$ cat config.mk
export PLATFORM = sky130hd
export DESIGN_NAME = recurrence_integrality_check
export DESIGN_NICKNAME = d
export VERILOG_FILES = /design/src/rtl/ric_pkg.sv /design/src/rtl/recurrence_integrality_check.sv
export VERILOG_INCLUDE_DIRS = /design/src /design/src/rtl
export SDC_FILE = /design/constraint.sdc
export NUM_CORES = 1
export LEC_CHECK = 0
export BUFFER_PORTS_ARGS = -buffer_cell sky130_fd_sc_hd__buf_4
export CAP_MARGIN = 20
export CORE_MARGIN = 2
export CORE_UTILIZATION = 60
export DETAILED_ROUTE_END_ITERATION = 8
export PLACE_DENSITY = 0.77
export SYNTH_ARGS = -nofsm -noshare
export SYNTH_HDL_FRONTEND = slang
export SYNTH_SLANG_ARGS = --single-unit
$ cat constraint.sdc
create_clock -name clk -period 10.4 [get_ports clk]
set_input_delay 2.6 -clock clk [delete_from_list [all_inputs] [get_ports clk]]
set_output_delay 2.6 -clock clk [all_outputs]
set_load 0.1 [all_outputs]
$ cat src/rtl/assert_macros.svh
// assertion helpers, clocked on clk and quiet in reset
`ifndef ASSERT_MACROS_SVH
`define ASSERT_MACROS_SVH

`define ASSERT_CLK(label, prop, msg) \
  label: assert property (@(posedge clk) disable iff (!rst_n) prop) else $error(msg);

`define ASSERT_NEXT(label, cond, nxt, msg) \
  `ASSERT_CLK(label, (cond) |=> (nxt), msg)

`endif

$ cat src/rtl/ric_pkg.sv
package ric_pkg;

  localparam int QUAD_W  = 11;
  localparam int LIN_W   = 13;
  localparam int CONST_W = 12;
  localparam int STEPS_W = 6;
  localparam int OUTC_W  = 2;
  localparam int SC_W    = 10;
  localparam int SO_W    = 2;
  localparam int CFG_W   = 10;
  localparam int CIDX_W  = 2;
  localparam int COEF_W  = 24;
  localparam int DIV_W   = 13;
  localparam int DD_W    = 8;

  localparam logic [CIDX_W-1:0] CFG_SHIFT_CONST  = 2'd0;
  localparam logic [CIDX_W-1:0] CFG_SHIFT_OFFSET = 2'd1;
  localparam logic [CIDX_W-1:0] CFG_MIN_STEPS    = 2'd2;

  localparam logic [OUTC_W-1:0] OUTC_SURVIVED = 2'd0;
  localparam logic [OUTC_W-1:0] OUTC_NOT_DIV  = 2'd1;
  localparam logic [OUTC_W-1:0] OUTC_FEW      = 2'd2;
  localparam logic [OUTC_W-1:0] OUTC_ZERO     = 2'd3;

  typedef enum logic [2:0] {
    ST_IDLE,
    ST_MUL,
    ST_NEGA,
    ST_DIV,
    ST_NEGQ,
    ST_UPD
  } state_t;

endpackage

$ cat src/rtl/recurrence_integrality_check.sv
// channel  ports                                          direction
// input    start, busy, in_quad/lin/const_coef            start when busy low
// result   out_valid, out_survivor/steps_reached/outcome  one-cycle strobe
// config   cfg_we, cfg_index, cfg_wdata                   write, no wait
// Terms are held NW = MAGNITUDE_BITS+24 bits wide and processed one bit a cycle.
// Each recurrence step runs a serial multiply, a serial exact division, a serial
// negation of a negative numerator before and of its quotient after the division,
// and an update state; an item runs up to STEP_LIMIT-1 steps through the single
// bit-serial multiply/divide loop, and no new item is taken until it is done.
// rst_n is synchronous; the result is strobed once and cannot be stalled.
module recurrence_integrality_check #(
  parameter int STEP_LIMIT     = 40,
  parameter int MAGNITUDE_BITS = 100
) (
  input  logic                                clk,
  input  logic                                rst_n,
  input  logic                                start,
  output logic                                busy,
  input  logic signed [ric_pkg::QUAD_W-1:0]   in_quad_coef,
  input  logic signed [ric_pkg::LIN_W-1:0]    in_lin_coef,
  input  logic        [ric_pkg::CONST_W-1:0]  in_const_coef,
  output logic                                out_valid,
  output logic                                out_survivor,
  output logic        [ric_pkg::STEPS_W-1:0]  out_steps_reached,
  output logic        [ric_pkg::OUTC_W-1:0]   out_outcome,
  input  logic                                cfg_we,
  input  logic        [ric_pkg::CIDX_W-1:0]   cfg_index,
  input  logic        [ric_pkg::CFG_W-1:0]    cfg_wdata
);
  import ric_pkg::*;

  localparam int NW = MAGNITUDE_BITS + 24;
  localparam int CW = $clog2(NW);
  localparam int AW = COEF_W + 2;

  state_t state_r, state_nxt;

  logic signed [SC_W-1:0]   sc_r;
  logic        [SO_W-1:0]   so_r;
  logic        [STEPS_W-1:0] ms_r;

  logic [NW-1:0] cur_r, cur_nxt, prev_r, prev_nxt, num_r, num_nxt;
  logic signed [COEF_W-1:0] pn_r, pn_nxt, dp_r, dp_nxt, cs_r, cs_nxt, dc_r, dc_nxt;
  logic signed [COEF_W-1:0] aq2_r, aq2_nxt;
  logic [DIV_W-1:0] d_r, d_nxt, rem_r, rem_nxt;
  logic [DD_W-1:0]  dd_r, dd_nxt;
  logic [STEPS_W-1:0] n_r, n_nxt;
  logic [CW-1:0] cnt_r, cnt_nxt;
  logic signed [AW-1:0] acc_r, acc_nxt;
  logic neg_r, neg_nxt, seen_r, seen_nxt;
  logic hi_r, hi_nxt, bm_r, bm_nxt, lo_r, lo_nxt, qnz_r, qnz_nxt;
  logic curz_r, curz_nxt;

  logic out_valid_r, out_valid_nxt, surv_r, surv_nxt;
  logic [STEPS_W-1:0] steps_r, steps_nxt;
  logic [OUTC_W-1:0]  outc_r, outc_nxt;

  logic signed [AW-1:0] sum, mc, mp;
  logic [DIV_W:0] tdiv;
  logic qbit, nbit, last, exc, zero_any;
  logic [OUTC_W-1:0] fin_outc;
  logic [STEPS_W-1:0] fin_steps;
  logic signed [COEF_W-1:0] aq_x, bq_x, cq_x, c_x;

  assign busy              = (state_r != ST_IDLE);
  assign out_valid         = out_valid_r;
  assign out_survivor      = surv_r;
  assign out_steps_reached = steps_r;
  assign out_outcome       = outc_r;

  always_ff @(posedge clk) begin
    if (!rst_n) begin
      sc_r <= 10'sd64;
      so_r <= '0;
      ms_r <= 6'd12;
    end else if (cfg_we) begin
      case (cfg_index)
        CFG_SHIFT_CONST:  sc_r <= $signed(cfg_wdata[SC_W-1:0]);
        CFG_SHIFT_OFFSET: so_r <= cfg_wdata[SO_W-1:0];
        CFG_MIN_STEPS:    ms_r <= cfg_wdata[STEPS_W-1:0];
        default: ;
      endcase
    end
  end

  always_ff @(posedge clk) begin
    if (!rst_n) begin
      state_r     <= ST_IDLE;
      out_valid_r <= 1'b0;
    end else begin
      state_r     <= state_nxt;
      out_valid_r <= out_valid_nxt;
    end
  end

  always_ff @(posedge clk) begin
    cur_r <= cur_nxt;   prev_r <= prev_nxt;  num_r <= num_nxt;
    pn_r <= pn_nxt;     dp_r <= dp_nxt;      cs_r <= cs_nxt;   dc_r <= dc_nxt;
    aq2_r <= aq2_nxt;   d_r <= d_nxt;        rem_r <= rem_nxt; dd_r <= dd_nxt;
    n_r <= n_nxt;       cnt_r <= cnt_nxt;    acc_r <= acc_nxt;
    neg_r <= neg_nxt;   seen_r <= seen_nxt;
    hi_r <= hi_nxt;     bm_r <= bm_nxt;      lo_r <= lo_nxt;   qnz_r <= qnz_nxt;
    curz_r <= curz_nxt;
    surv_r <= surv_nxt; steps_r <= steps_nxt; outc_r <= outc_nxt;
  end

  assign aq_x = COEF_W'(in_quad_coef);
  assign bq_x = COEF_W'(in_lin_coef);
  assign cq_x = COEF_W'($signed({1'b0, in_const_coef}));
  assign c_x  = COEF_W'(sc_r);

  assign last = (cnt_r == '0);
  assign mc   = cur_r[0]  ? (last ? -AW'(pn_r) : AW'(pn_r)) : '0;
  assign mp   = prev_r[0] ? (last ? -AW'(cs_r) : AW'(cs_r)) : '0;
  assign sum  = acc_r + mc - mp;

  assign nbit = seen_r ? ~num_r[0] : num_r[0];
  assign tdiv = {rem_r, num_r[NW-1]};
  assign qbit = (tdiv >= {1'b0, d_r});

  assign exc      = hi_r | (bm_r & lo_r);
  assign zero_any = ~qnz_r | curz_r;
  assign fin_steps = exc ? n_r : STEPS_W'(STEP_LIMIT);

  always_comb begin
    if (fin_steps < ms_r)
      fin_outc = OUTC_FEW;
    else if (zero_any)
      fin_outc = OUTC_ZERO;
    else
      fin_outc = OUTC_SURVIVED;
  end

  always_comb begin
    state_nxt = state_r;
    cur_nxt = cur_r;   prev_nxt = prev_r;  num_nxt = num_r;
    pn_nxt = pn_r;     dp_nxt = dp_r;      cs_nxt = cs_r;    dc_nxt = dc_r;
    aq2_nxt = aq2_r;   d_nxt = d_r;        rem_nxt = rem_r;  dd_nxt = dd_r;
    n_nxt = n_r;       cnt_nxt = cnt_r;    acc_nxt = acc_r;
    neg_nxt = neg_r;   seen_nxt = seen_r;
    hi_nxt = hi_r;     bm_nxt = bm_r;      lo_nxt = lo_r;    qnz_nxt = qnz_r;
    curz_nxt = curz_r;
    out_valid_nxt = 1'b0;
    surv_nxt = surv_r; steps_nxt = steps_r; outc_nxt = outc_r;

    case (state_r)
      ST_IDLE: begin
        if (start) begin
          prev_nxt  = NW'(1);
          cur_nxt   = NW'(in_const_coef);
          curz_nxt  = (in_const_coef == '0);
          n_nxt     = STEPS_W'(1);
          aq2_nxt   = aq_x <<< 1;
          pn_nxt    = aq_x + bq_x + cq_x;
          dp_nxt    = (aq_x <<< 1) + aq_x + bq_x;
          case (so_r)
            2'd0: begin cs_nxt = c_x;      dc_nxt = (c_x <<< 1) + c_x;    end
            2'd1: begin cs_nxt = '0;       dc_nxt = c_x;                  end
            2'd2: begin cs_nxt = c_x;      dc_nxt = -c_x;                 end
            default: begin cs_nxt = c_x <<< 2; dc_nxt = -((c_x <<< 1) + c_x); end
          endcase
          d_nxt     = DIV_W'(4);
          dd_nxt    = DD_W'(5);
          cnt_nxt   = CW'(NW - 1);
          acc_nxt   = '0;
          state_nxt = ST_MUL;
        end
      end

      ST_MUL: begin
        cur_nxt  = {cur_r[0], cur_r[NW-1:1]};
        prev_nxt = {prev_r[0], prev_r[NW-1:1]};
        num_nxt  = {sum[0], num_r[NW-1:1]};
        acc_nxt  = sum >>> 1;
        cnt_nxt  = cnt_r - 1'b1;
        if (last) begin
          neg_nxt  = sum[0];
          seen_nxt = 1'b0;
          cnt_nxt  = CW'(NW - 1);
          rem_nxt  = '0;
          hi_nxt = 1'b0; bm_nxt = 1'b0; lo_nxt = 1'b0; qnz_nxt = 1'b0;
          state_nxt = sum[0] ? ST_NEGA : ST_DIV;
        end
      end

      ST_NEGA, ST_NEGQ: begin
        num_nxt  = {nbit, num_r[NW-1:1]};
        seen_nxt = seen_r | num_r[0];
        cnt_nxt  = cnt_r - 1'b1;
        if (last) begin
          cnt_nxt   = CW'(NW - 1);
          seen_nxt  = 1'b0;
          state_nxt = (state_r == ST_NEGA) ? ST_DIV : ST_UPD;
        end
      end

      ST_DIV: begin
        rem_nxt = qbit ? DIV_W'(tdiv - {1'b0, d_r}) : tdiv[DIV_W-1:0];
        num_nxt = {num_r[NW-2:0], qbit};
        cnt_nxt = cnt_r - 1'b1;
        if (qbit) begin
          qnz_nxt = 1'b1;
          if (cnt_r > CW'(MAGNITUDE_BITS))  hi_nxt = 1'b1;
          if (cnt_r == CW'(MAGNITUDE_BITS)) bm_nxt = 1'b1;
          if (cnt_r < CW'(MAGNITUDE_BITS))  lo_nxt = 1'b1;
        end
        if (last) begin
          cnt_nxt = CW'(NW - 1);
          if (rem_nxt != '0) begin
            out_valid_nxt = 1'b1;
            surv_nxt  = 1'b0;
            steps_nxt = n_r;
            outc_nxt  = OUTC_NOT_DIV;
            state_nxt = ST_IDLE;
          end else begin
            state_nxt = neg_r ? ST_NEGQ : ST_UPD;
          end
        end
      end

      ST_UPD: begin
        prev_nxt  = cur_r;
        cur_nxt   = num_r;
        curz_nxt  = ~qnz_r;
        if (exc || (n_r + 1'b1) == STEPS_W'(STEP_LIMIT)) begin
          out_valid_nxt = 1'b1;
          surv_nxt  = (fin_outc == OUTC_SURVIVED);
          steps_nxt = fin_steps;
          outc_nxt  = fin_outc;
          state_nxt = ST_IDLE;
        end else begin
          n_nxt   = n_r + 1'b1;
          pn_nxt  = pn_r + dp_r;
          dp_nxt  = dp_r + aq2_r;
          cs_nxt  = cs_r + dc_r;
          dc_nxt  = dc_r + (c_x <<< 1);
          d_nxt   = d_r + DIV_W'(dd_r);
          dd_nxt  = dd_r + DD_W'(2);
          acc_nxt = '0;
          cnt_nxt = CW'(NW - 1);
          state_nxt = ST_MUL;
        end
      end

      default: state_nxt = ST_IDLE;
    endcase
  end

`include "assert_macros.svh"

  `ASSERT_NEXT(a_start_busy, start && !busy, busy, "accepted start did not raise busy")
  `ASSERT_NEXT(a_strobe_once, out_valid, !out_valid, "result strobe longer than one cycle")
  `ASSERT_CLK(a_rem_below_d, state_r == ST_DIV |-> rem_r < d_r, "remainder not below divisor")
  `ASSERT_CLK(a_surv_code, out_valid |-> (out_survivor == (out_outcome == OUTC_SURVIVED)),
              "survivor flag disagrees with outcome")

endmodule

==> results.py, run 1 <==
metrics = {
    "yosys": {
        "netlist_area_sq_mm": 0.0353,
        "syn_inst": 3356,
        "synth-edff-count": 566,
        "synth-seq-cells": 588,
        "yosysWarnings": 0,
        "yosysUniqueCellTypes": 85,
        "synth_ff_type": "edfxtp_1",
        "avgSynthCellArea_sq_um": 10.5,
        "seq_area_frac_synth_pct": 49.4,
        "synth.net_count": 3657,
        "synthArstFlopShare_pct": 0,
    },
    "min_path": {
        "hold_class": "reg2reg",
        "hold_start": "neg_r",
        "whs_path_depth": 1,
        "min_to": "state_r[0]",
    },
    "critical_path": {
        "slowest_delay_ns": 0.52,
        "r2r_cells": 16,
        "reg2reg_slack_ns": 5.14,
        "crit_chain": "buf_4 > fa_1 > ha_1 > inv_1 > fa_1 > nor2b_1 > o21ai_0 > a21oi_1 > o31a_1 > o41ai_1 > o22ai_1 > mux2_2 > o21ai_0",
        "crit_path_top_delay_cell": "o41ai_1",
        "r2r_start": "cnt_r[3]",
        "cp.arrival_ns": 5.86,
        "required_ns": 10.72,
        "crit_path_end_kind": "register",
        "path_max_fanout": 11,
        "crit_type": "in2reg",
        "start_kind": "input pin",
        "r2r_end": "acc_r[22]",
    },
    "clock_network": {
        "clk_pin_slew_ns": 0.06,
        "cts_buffers": 67,
        "htreeDepth": 3,
        "cts_buffer_depth": 3,
        "cts_tree": "done",
        "clkLatencyLatePin_ns": 0.62,
        "hold_buffers": 0,
        "cts_num_sinks": 588,
        "cts_resized": 0,
        "clockRootBuffer": "clkbuf_16",
        "post_cts_buffers": 0,
    },
    "global_routing": {
        "grt_max_degree": 241,
        "grt_pass1_vias": 25800,
        "grt_pass1_wl_mm": 129,
        "antenna_found_initial": 0,
        "grt_overflow_total": 0,
        "grt_usage_pct": 25.8,
    },
    "layout": {
        "final_common_cell": "edfxtp_1",
        "fill_cells": 4373,
        "stdcell_count": 4180,
        "drive_gt1_share_pct": 6.35,
        "nets": 3662,
        "diodes": 0,
        "final_cell_mix": "566 x edfxtp_1, 545 x nand2_1, 234 x a22o_1",
        "area_delta_synth_final_pct": 9.63,
    },
    "sta": {
        "slew_headroom_pct": 15.7,
        "tns_ns": 0,
        "worst_pin_slew_ns": 1.27,
        "rsz0062_at_grt": "false",
        "hold_viol": 0,
        "slew_viol_final": 0,
        "clock.fmax_mhz": 180,
        "period_needed_ns": 5.55,
        "holdWs_ns": 0.470,
        "setup_viol": 0,
        "fin_worst_skew_ns": 0.0223,
        "period_share_pct": 53.3,
    },
    "route": {
        "viasPerCell": 6.22,
        "drt_iter0_markers": 2134,
        "dr_total_vias": 26000,
        "drc": 0,
        "wl_per_cell_um": 18.8,
        "dr.pass1.iters": 5,
        "wirelength_mm": 78.8,
        "antenna_left": 0,
    },
    "die": {
        "dieHeight_um": 247,
        "std_cell_rows": 88,
        "core_sq_mm": 0.0579,
        "fp.dieW_um": 247,
        "start_util_pct": 61.0,
        "die-area_sq_mm": 0.0608,
        "boundaryPins": 63,
    },
    "power_and_ir_drop": {
        "leakage_nw": 15.5,
        "vdd_drop_max_v": 0.000193,
        "cellPowerDensity_mw_per_mm2": 209,
    },
    "placement": {
        "finalWeightedCongestion": 0.905,
        "hpwl_mm": 51.5,
        "port_buffers": 62,
        "dp_cells": 4054,
    },
    "run_status": {
        "status": "finished, final reports clean",
    },
    "run": {
        "maxCapViolCount": 0,
    },
}
## final cells by class
cell class                 count  area (sq um)  area share, %
clock buffer                  84          1780           4.60
clock inverter                39           450           1.16
inverter                     177           667           1.72
multi-input combinational   2441         16700           43.2
sequential                   588         17400           45.0
tap                          765           957           2.47
timing repair buffer          86           702           1.81
## state kept, by name, indices dropped and copies added, names as in the netlist, 24 cells and up
| register | flops |
|---|---|
| pn_r | 24 |
| dp_r | 24 |
| cs_r | 24 |
| cur_r | 124 |
| prev_r | 124 |
| num_r | 124 |
| dc_r | 24 |
| acc_r | 25 |
## report_power, final
| part | switching (W) | internal (W) |
|---|---|---|
| registers | 0.000232 | 0.00310 |
| clock network | 0.00100 | 0.00141 |
| logic | 0.00138 | 0.000963 |
| total | 0.00262 | 0.00547 |
## worst max-delay path by stage
| stage | start | endpoint | slack, ns |
|---|---|---|---|
| detailed placement | in_quad_coef[0] | dp_r[13] | 4.45 |
| finish | in_quad_coef[0] | dp_r[13] | 4.85 |
| floorplan | start | cs_r[0] | 1.22 |
| global route | in_quad_coef[0] | dp_r[13] | 4.80 |
| global placement | in_quad_coef[0] | dp_r[17] | 4.56 |
| CTS | cnt_r[2] | acc_r[22] | 4.81 |
## routing by layer
metal | GRT usage (%) | vias to the layer above | share of wire, %
li1 | - | 12300 | -
met1 | 33.5 | 12800 | 43
met2 | 44.7 | 663 | 50
met3 | 3.28 | 162 | 4.2
met4 | 9.23 | 0 | 3.0
met5 | 0 | - | 0
## cell usage after synthesis, drive strengths merged (23+ instances only)
cell type	instances	area share (%)
nor3	71	1.0
a22o	234	5.8
ha	193	6.8
a211oi	31	0.66
and2	40	0.71
nor2b	41	0.73
nand2	549	5.8
fa	56	3.2
a21oi	177	2.5
nand3	54	0.76
clkbuf	133	1.4
a31oi	23	0.42
xnor2	100	2.5
edfxtp	566	48
nand2b	34	0.60
nor2	181	1.9
xor2	87	2.2
a21o	56	1.2
o21ai	169	2.4
o21a	38	0.81
mux2i	28	0.79
inv	177	1.9
or3	23	0.42
## worst max-delay path, delay by kind of cell
kind | cells | cell delay (ns)
adders and majority gates | 3 | 0.93
buffers and inverters | 2 | 0.21
AOI/OAI and AO/OA | 6 | 1.68
and+or+nand+nor | 1 | 0.05
muxes | 1 | 0.40
## cell families (layout without fill, tap and decap cells)
logic type | count (synthesis) | count (layout) | share of synthesized area, %
simple gates | 1082 | 1082 | 13.7
compound gates | 889 | 889 | 17.6
flops | 588 | 588 | 49.4
buf+inv | 327 | 386 | 3.48
fa+ha+maj | 249 | 249 | 10.0
xor+xnor | 187 | 187 | 4.64
mux | 34 | 34 | 1.14
## stage by stage
step | worst slack, ns | util, % | power (W) | area (sq um)
final | 4.85 | 66.9 | 0.00809 | 38700
after global routing | 4.80 | 66.9 | 0.00855 | 38700
after CTS | 4.81 | 66.8 | 0.00811 | 38700
after detailed placement | 4.45 | 62.9 | 0.00567 | 36400
after global placement | 4.56 | 62.9 | 0.00557 | 36400
after floorplan | 1.22 | - | 0.00518 | 35300
Power figures use the tool's default switching activity.
==> run 2: changes to the inputs <==
- CORE_UTILIZATION: 60 -> 58
- clock period: 10.4 -> 4.55 ns (I/O delays scaled with it)
==> results.py, run 2 (synthesized netlist as in run 1, its figures left out) <==
metrics = {
    "route": {
        "antenna_left": 0,
        "dr_total_vias": 26400,
        "wl_per_cell_um": 18.9,
        "drc": 0,
        "dr.pass1.iters": 6,
        "drt_iter0_markers": 2112,
        "wirelength_mm": 80.5,
        "viasPerCell": 6.18,
    },
    "sta": {
        "period_share_pct": 98.0,
        "fin_worst_skew_ns": 0.0174,
        "hold_viol": 0,
        "period_needed_ns": 4.46,
        "rsz0062_at_grt": "true",
        "setup_viol": 0,
        "tns_ns": 0,
        "worst_pin_slew_ns": 1.46,
        "clock.fmax_mhz": 224,
        "slew_headroom_pct": 2.80,
        "slew_viol_final": 0,
    },
    "layout": {
        "largest_registers": "cur_r: 124 flops, num_r: 124 flops, prev_r: 124 flops",
        "nets": 3733,
        "utilization_pct": 65.7,
        "final_cell_mix": "566 x edfxtp_1, 545 x nand2_1, 234 x a22o_1",
        "drive_gt1_share_pct": 9.15,
        "register_area_sq_mm": 0.0174,
        "final_common_cell": "edfxtp_1",
        "final_cell_area_sq_mm": 0.0396,
        "multi_input_area_sq_mm": 0.0169,
        "area_delta_synth_final_pct": 12.1,
        "fill_cells": 4542,
    },
    "power_and_ir_drop": {
        "clock_power_share_pct": 30.3,
        "switching_share_pct": 32.1,
        "power.share.combinational_pct": 30.5,
        "vdd_drop_max_v": 0.000351,
        "internal_power_w": 0.0131,
        "p_switching_w": 0.00620,
        "cellPowerDensity_mw_per_mm2": 488,
        "leakage_nw": 16.0,
        "p_seq_share_pct": 39.2,
    },
    "critical_path": {
        "r2r_cells": 18,
        "required_ns": 4.91,
        "cp.arrival_ns": 4.82,
        "crit_type": "reg2reg",
        "crit_path_end_kind": "register",
        "path_max_fanout": 5,
        "r2r_start": "cnt_r[3]",
        "r2r_end": "acc_r[22]",
        "reg2reg_slack_ns": 0.09,
        "start_kind": "register",
    },
    "clock_network": {
        "clkLatencyLatePin_ns": 0.60,
        "cts_buffer_depth": 3,
        "clockRootBuffer": "clkbuf_16",
        "cts_tree": "done",
        "cts_buffers": 67,
        "hold_buffers": 0,
        "cts_num_sinks": 588,
        "htreeDepth": 3,
        "clk_pin_slew_ns": 0.06,
    },
    "placement": {
        "finalWeightedCongestion": 0.895,
        "place_area_sq_mm": 0.0370,
        "hpwl_mm": 54.2,
        "port_buffers": 62,
    },
    "global_routing": {
        "grt_pass1_vias": 26300,
        "use_met2_pct": 44.6,
        "antenna_found_initial": 2,
        "grtUsageMet1_pct": 32.6,
        "grt_max_degree": 241,
        "busiest_layer": "met2",
        "grt_overflow_total": 0,
        "met3_usage_pct": 3.63,
        "grt_pass1_wl_mm": 132,
        "grt_usage_pct": 25.5,
    },
    "min_path": {
        "hold_start": "neg_r",
        "min_to": "state_r[0]",
        "hold_class": "reg2reg",
        "whs_path_depth": 1,
    },
    "die": {
        "dieHeight_um": 251,
        "fp.dieW_um": 251,
        "std_cell_rows": 90,
        "core_sq_mm": 0.0602,
        "boundaryPins": 63,
        "die-area_sq_mm": 0.0629,
        "start_util_pct": 58.6,
    },
    "run": {
        "maxCapViolCount": 0,
    },
    "run_status": {
        "status": "finished, final reports clean",
    },
}
[run 2: timing repair]
item,in CTS,in global routing
pin swaps,0,6
setup buffers,0,5
setup endpoints to repair,2,13
resized for setup,3,33
[run 2: critical path, cell delays in order (launching register included)]
cell and delay (ns):
edfxtp_1 0.40, nor4_2 0.35, buf_4 0.17, and3b_2 0.29
buf_6 0.12, o41ai_2 0.06, xnor2_1 0.15, nand2_1 0.09
fa_1 0.52, inv_2 0.05, ha_4 0.25, o21a_1 0.16
o21ai_2 0.07, or4b_4 0.54, a221o_1 0.36, a21oi_2 0.17
buf_4 0.14, a221oi_4 0.06, a211o_1 0.27
[run 2: power groups by stage]
stage                     Clock (W)  Combinational (W)  Sequential (W)
final                       0.00586            0.00589         0.00758
after global routing        0.00615            0.00655         0.00767
after CTS                   0.00595            0.00570         0.00757
after detailed placement          0            0.00561         0.00766
after global placement            0            0.00545         0.00764
after floorplan                   0            0.00420         0.00753
[run 2: worst max path at each step]
stage | start | endpoint | slack (ns) | cells after the start
after global routing | cnt_r[3] | acc_r[22] | -0.07 | 18
after CTS | cnt_r[5] | acc_r[24] | 0.02 | 17
after floorplan | cnt_r[2] | acc_r[22] | 0.009 | 17
after global placement | cs_r[14] | acc_r[22] | 0.08 | 16
final | cnt_r[3] | acc_r[22] | 0.09 | 18
after detailed placement | cnt_r[5] | acc_r[22] | -0.05 | 18
[run 2: layout make-up]
cell class	instances	area share (%)
diodes	1	0.00632
repair buffers	157	3.19
flip-flops and latches	588	44.0
clock inverters	42	1.56
multi-input cells	2441	42.6
well taps	782	2.47
clock buffers	80	4.41
inverters	177	1.68
[run 2: per-layer routing]
| layer | share of wire, % | wire length, um |
|---|---|---|
| met2 | 51 | 40800 |
| met4 | 2.9 | 2300 |
| met3 | 4.4 | 3520 |
| met1 | 42 | 33900 |
| met5 | 0 | 0 |
[run 2: metrics by stage]
| step | hold WS, ns | setup slack [ns] | std cells | power [W] |
|---|---|---|---|---|
| 3_5_place_dp | 0.456 | -0.0493 | 4139 | 0.0133 |
| 6_report | 0.462 | 0.0921 | 4268 | 0.0193 |
| 3_3_place_gp | 0.444 | 0.0814 | 4139 | 0.0131 |
| 5_1_grt | 0.487 | -0.0656 | 4268 | 0.0204 |
| 4_1_cts | 0.464 | 0.0214 | 4261 | 0.0192 |
| 2_1_floorplan | 0.435 | 0.00877 | 3356 | 0.0117 |
==> run 3: changes to the inputs <==
- GPL_ROUTABILITY_DRIVEN: default -> 0
- SETUP_SLACK_MARGIN: default -> 0.2
==> results.py, run 3 (synthesized netlist as in run 1, its figures left out) <==
metrics = {
    "sta": {
        "holdWs_ns": 0.472,
        "period_share_pct": 99.2,
        "worst_pin_slew_ns": 1.17,
        "hold_viol": 0,
        "setup_viol": 0,
        "slew_viol_final": 0,
        "rsz0062_at_grt": "true",
        "slew_headroom_pct": 22.0,
        "setup_ws_ns": 0.0387,
        "tns_ns": 0,
        "clock.fmax_mhz": 222,
        "period_needed_ns": 4.51,
        "fin_worst_skew_ns": 0.0364,
    },
    "critical_path": {
        "required_ns": 4.91,
        "cp.arrival_ns": 4.87,
        "crit_type": "reg2reg",
        "r2r_cells": 16,
        "start_kind": "register",
        "crit_path_end_kind": "register",
        "path_max_fanout": 5,
        "r2r_end": "acc_r[22]",
        "r2r_start": "cnt_r[5]",
        "reg2reg_slack_ns": 0.04,
    },
    "route": {
        "top_layer": "met4",
        "route.met3.wl_mm": 3.52,
        "wirelength_mm": 81.2,
        "dr.pass1.iters": 6,
        "drc": 0,
        "dr_total_vias": 26700,
        "wl_per_cell_um": 19.1,
        "wl_met2_mm": 40.4,
        "drt_iter0_markers": 2271,
        "antenna_left": 0,
        "wl_met1_mm": 34.2,
        "viasPerCell": 6.26,
    },
    "global_routing": {
        "grt_pass1_wl_mm": 132,
        "grt_overflow_total": 0,
        "grt_pass1_vias": 26400,
        "antenna_found_initial": 0,
        "grt_max_degree": 173,
        "grt_usage_pct": 25.4,
    },
    "layout": {
        "area_delta_synth_final_pct": 12.4,
        "final_cell_mix": "566 x edfxtp_1, 542 x nand2_1, 234 x a22o_1",
        "nets": 3726,
        "diodes": 0,
        "drive_gt1_share_pct": 10.2,
        "multi_input_area_sq_mm": 0.0172,
        "final_common_cell": "edfxtp_1",
        "fill_cells": 4425,
        "register_area_sq_mm": 0.0174,
        "largest_registers": "cur_r: 124 flops, num_r: 124 flops, prev_r: 124 flops",
    },
    "min_path": {
        "hold_class": "reg2reg",
        "min_to": "state_r[0]",
        "hold_start": "neg_r",
        "whs_path_depth": 1,
    },
    "placement": {
        "hpwl_mm": 53.1,
        "port_buffers": 62,
        "pre_cts_slack_ns": -0.239,
    },
    "die": {
        "std_cell_rows": 90,
        "die-area_sq_mm": 0.0629,
        "fp.dieW_um": 251,
        "boundaryPins": 63,
        "start_util_pct": 58.6,
        "dieHeight_um": 251,
        "core_sq_mm": 0.0602,
    },
    "clock_network": {
        "htreeDepth": 3,
        "cts_buffers": 67,
        "cts_buffer_depth": 3,
        "cts_tree": "done",
        "cts_num_sinks": 588,
        "clkLatencyLatePin_ns": 0.63,
        "hold_buffers": 0,
        "clk_pin_slew_ns": 0.06,
        "clockRootBuffer": "clkbuf_16",
    },
    "power_and_ir_drop": {
        "leakage_nw": 15.9,
        "internal_power_w": 0.0128,
        "clock_power_share_pct": 27.5,
        "p_seq_share_pct": 39.4,
        "p_switching_w": 0.00646,
        "switching_share_pct": 33.5,
        "vdd_drop_max_v": 0.000313,
        "power.share.combinational_pct": 33.0,
        "cellPowerDensity_mw_per_mm2": 485,
    },
    "run": {
        "maxCapViolCount": 0,
    },
    "run_status": {
        "status": "finished, final reports clean",
    },
}
-- run 3: final cells by class --
class                      instances  area share, %
clock buffer                      73           4.28
timing repair buffer             150           3.10
sequential                       588           43.9
tap                              782           2.46
clock inverter                    44           1.10
inverter                         177           1.68
multi-input combinational       2441           43.4
-- run 3: power by group through the flow --
| stage | logic, W | registers, W | clock network, W |
|---|---|---|---|
| 5_1_grt | 0.00699 | 0.00768 | 0.00557 |
| 3_5_place_dp | 0.00549 | 0.00767 | 0 |
| 3_3_place_gp | 0.00525 | 0.00765 | 0 |
| 2_1_floorplan | 0.00425 | 0.00753 | 0 |
| 6_report | 0.00636 | 0.00760 | 0.00531 |
| 4_1_cts | 0.00592 | 0.00758 | 0.00537 |
-- run 3: repair_timing --
| item | CTS | global route |
|---|---|---|
| gates cloned | 1 | 0 |
| gates resized for setup | 57 | 51 |
| pin swaps | 32 | 26 |
| setup endpoints to repair | 10 | 14 |
| buffers inserted | 17 | 8 |
-- run 3: per-layer routing --
| metal | global-route usage, % | vias to the layer above |
|---|---|---|
| met3 | 3.23 | 207 |
| met5 | 0 | - |
| li1 | - | 12500 |
| met1 | 32.8 | 13200 |
| met2 | 43.7 | 805 |
| met4 | 10.2 | 0 |
-- run 3: worst max path at each step --
| stage | start | to | slack [ns] | cells after the start |
|---|---|---|---|---|
| 2_1_floorplan | cs_r[2] | acc_r[23] | 0.20 | 19 |
| 3_3_place_gp | pn_r[9] | acc_r[23] | 0.05 | 17 |
| 3_5_place_dp | cnt_r[5] | acc_r[22] | -0.24 | 15 |
| 4_1_cts | cnt_r[3] | acc_r[18] | 0.16 | 17 |
| 5_1_grt | cnt_r[5] | acc_r[22] | -0.12 | 18 |
| 6_report | cnt_r[5] | acc_r[22] | 0.04 | 16 |
-- run 3: worst max-delay path, stage by stage, from the launching register on --
cell and delay (ns):
edfxtp_1 0.44, nor4_4 0.33, nand3b_1 0.25, buf_6 0.21, a31oi_4 0.16, xnor2_2 0.10, and2_1 0.19, fa_1 0.50
inv_2 0.05, ha_4 0.26, o21a_1 0.16, o21ai_2 0.07, or4b_4 0.53, a221o_1 0.37, a21oi_4 0.25, a221oi_2 0.11
a211o_1 0.26
-- run 3: metrics by stage --
step / area [sq um] / total power (W) / util (%) / instances
floorplan: 35500 / 0.0118 / - / 3356
global placement: 36900 / 0.0129 / 61.2 / 4111
detailed placement: 36900 / 0.0132 / 61.2 / 4111
CTS: 39400 / 0.0189 / 65.4 / 4246
global route: 39700 / 0.0202 / 65.9 / 4255
finish: 39700 / 0.0193 / 65.9 / 4255
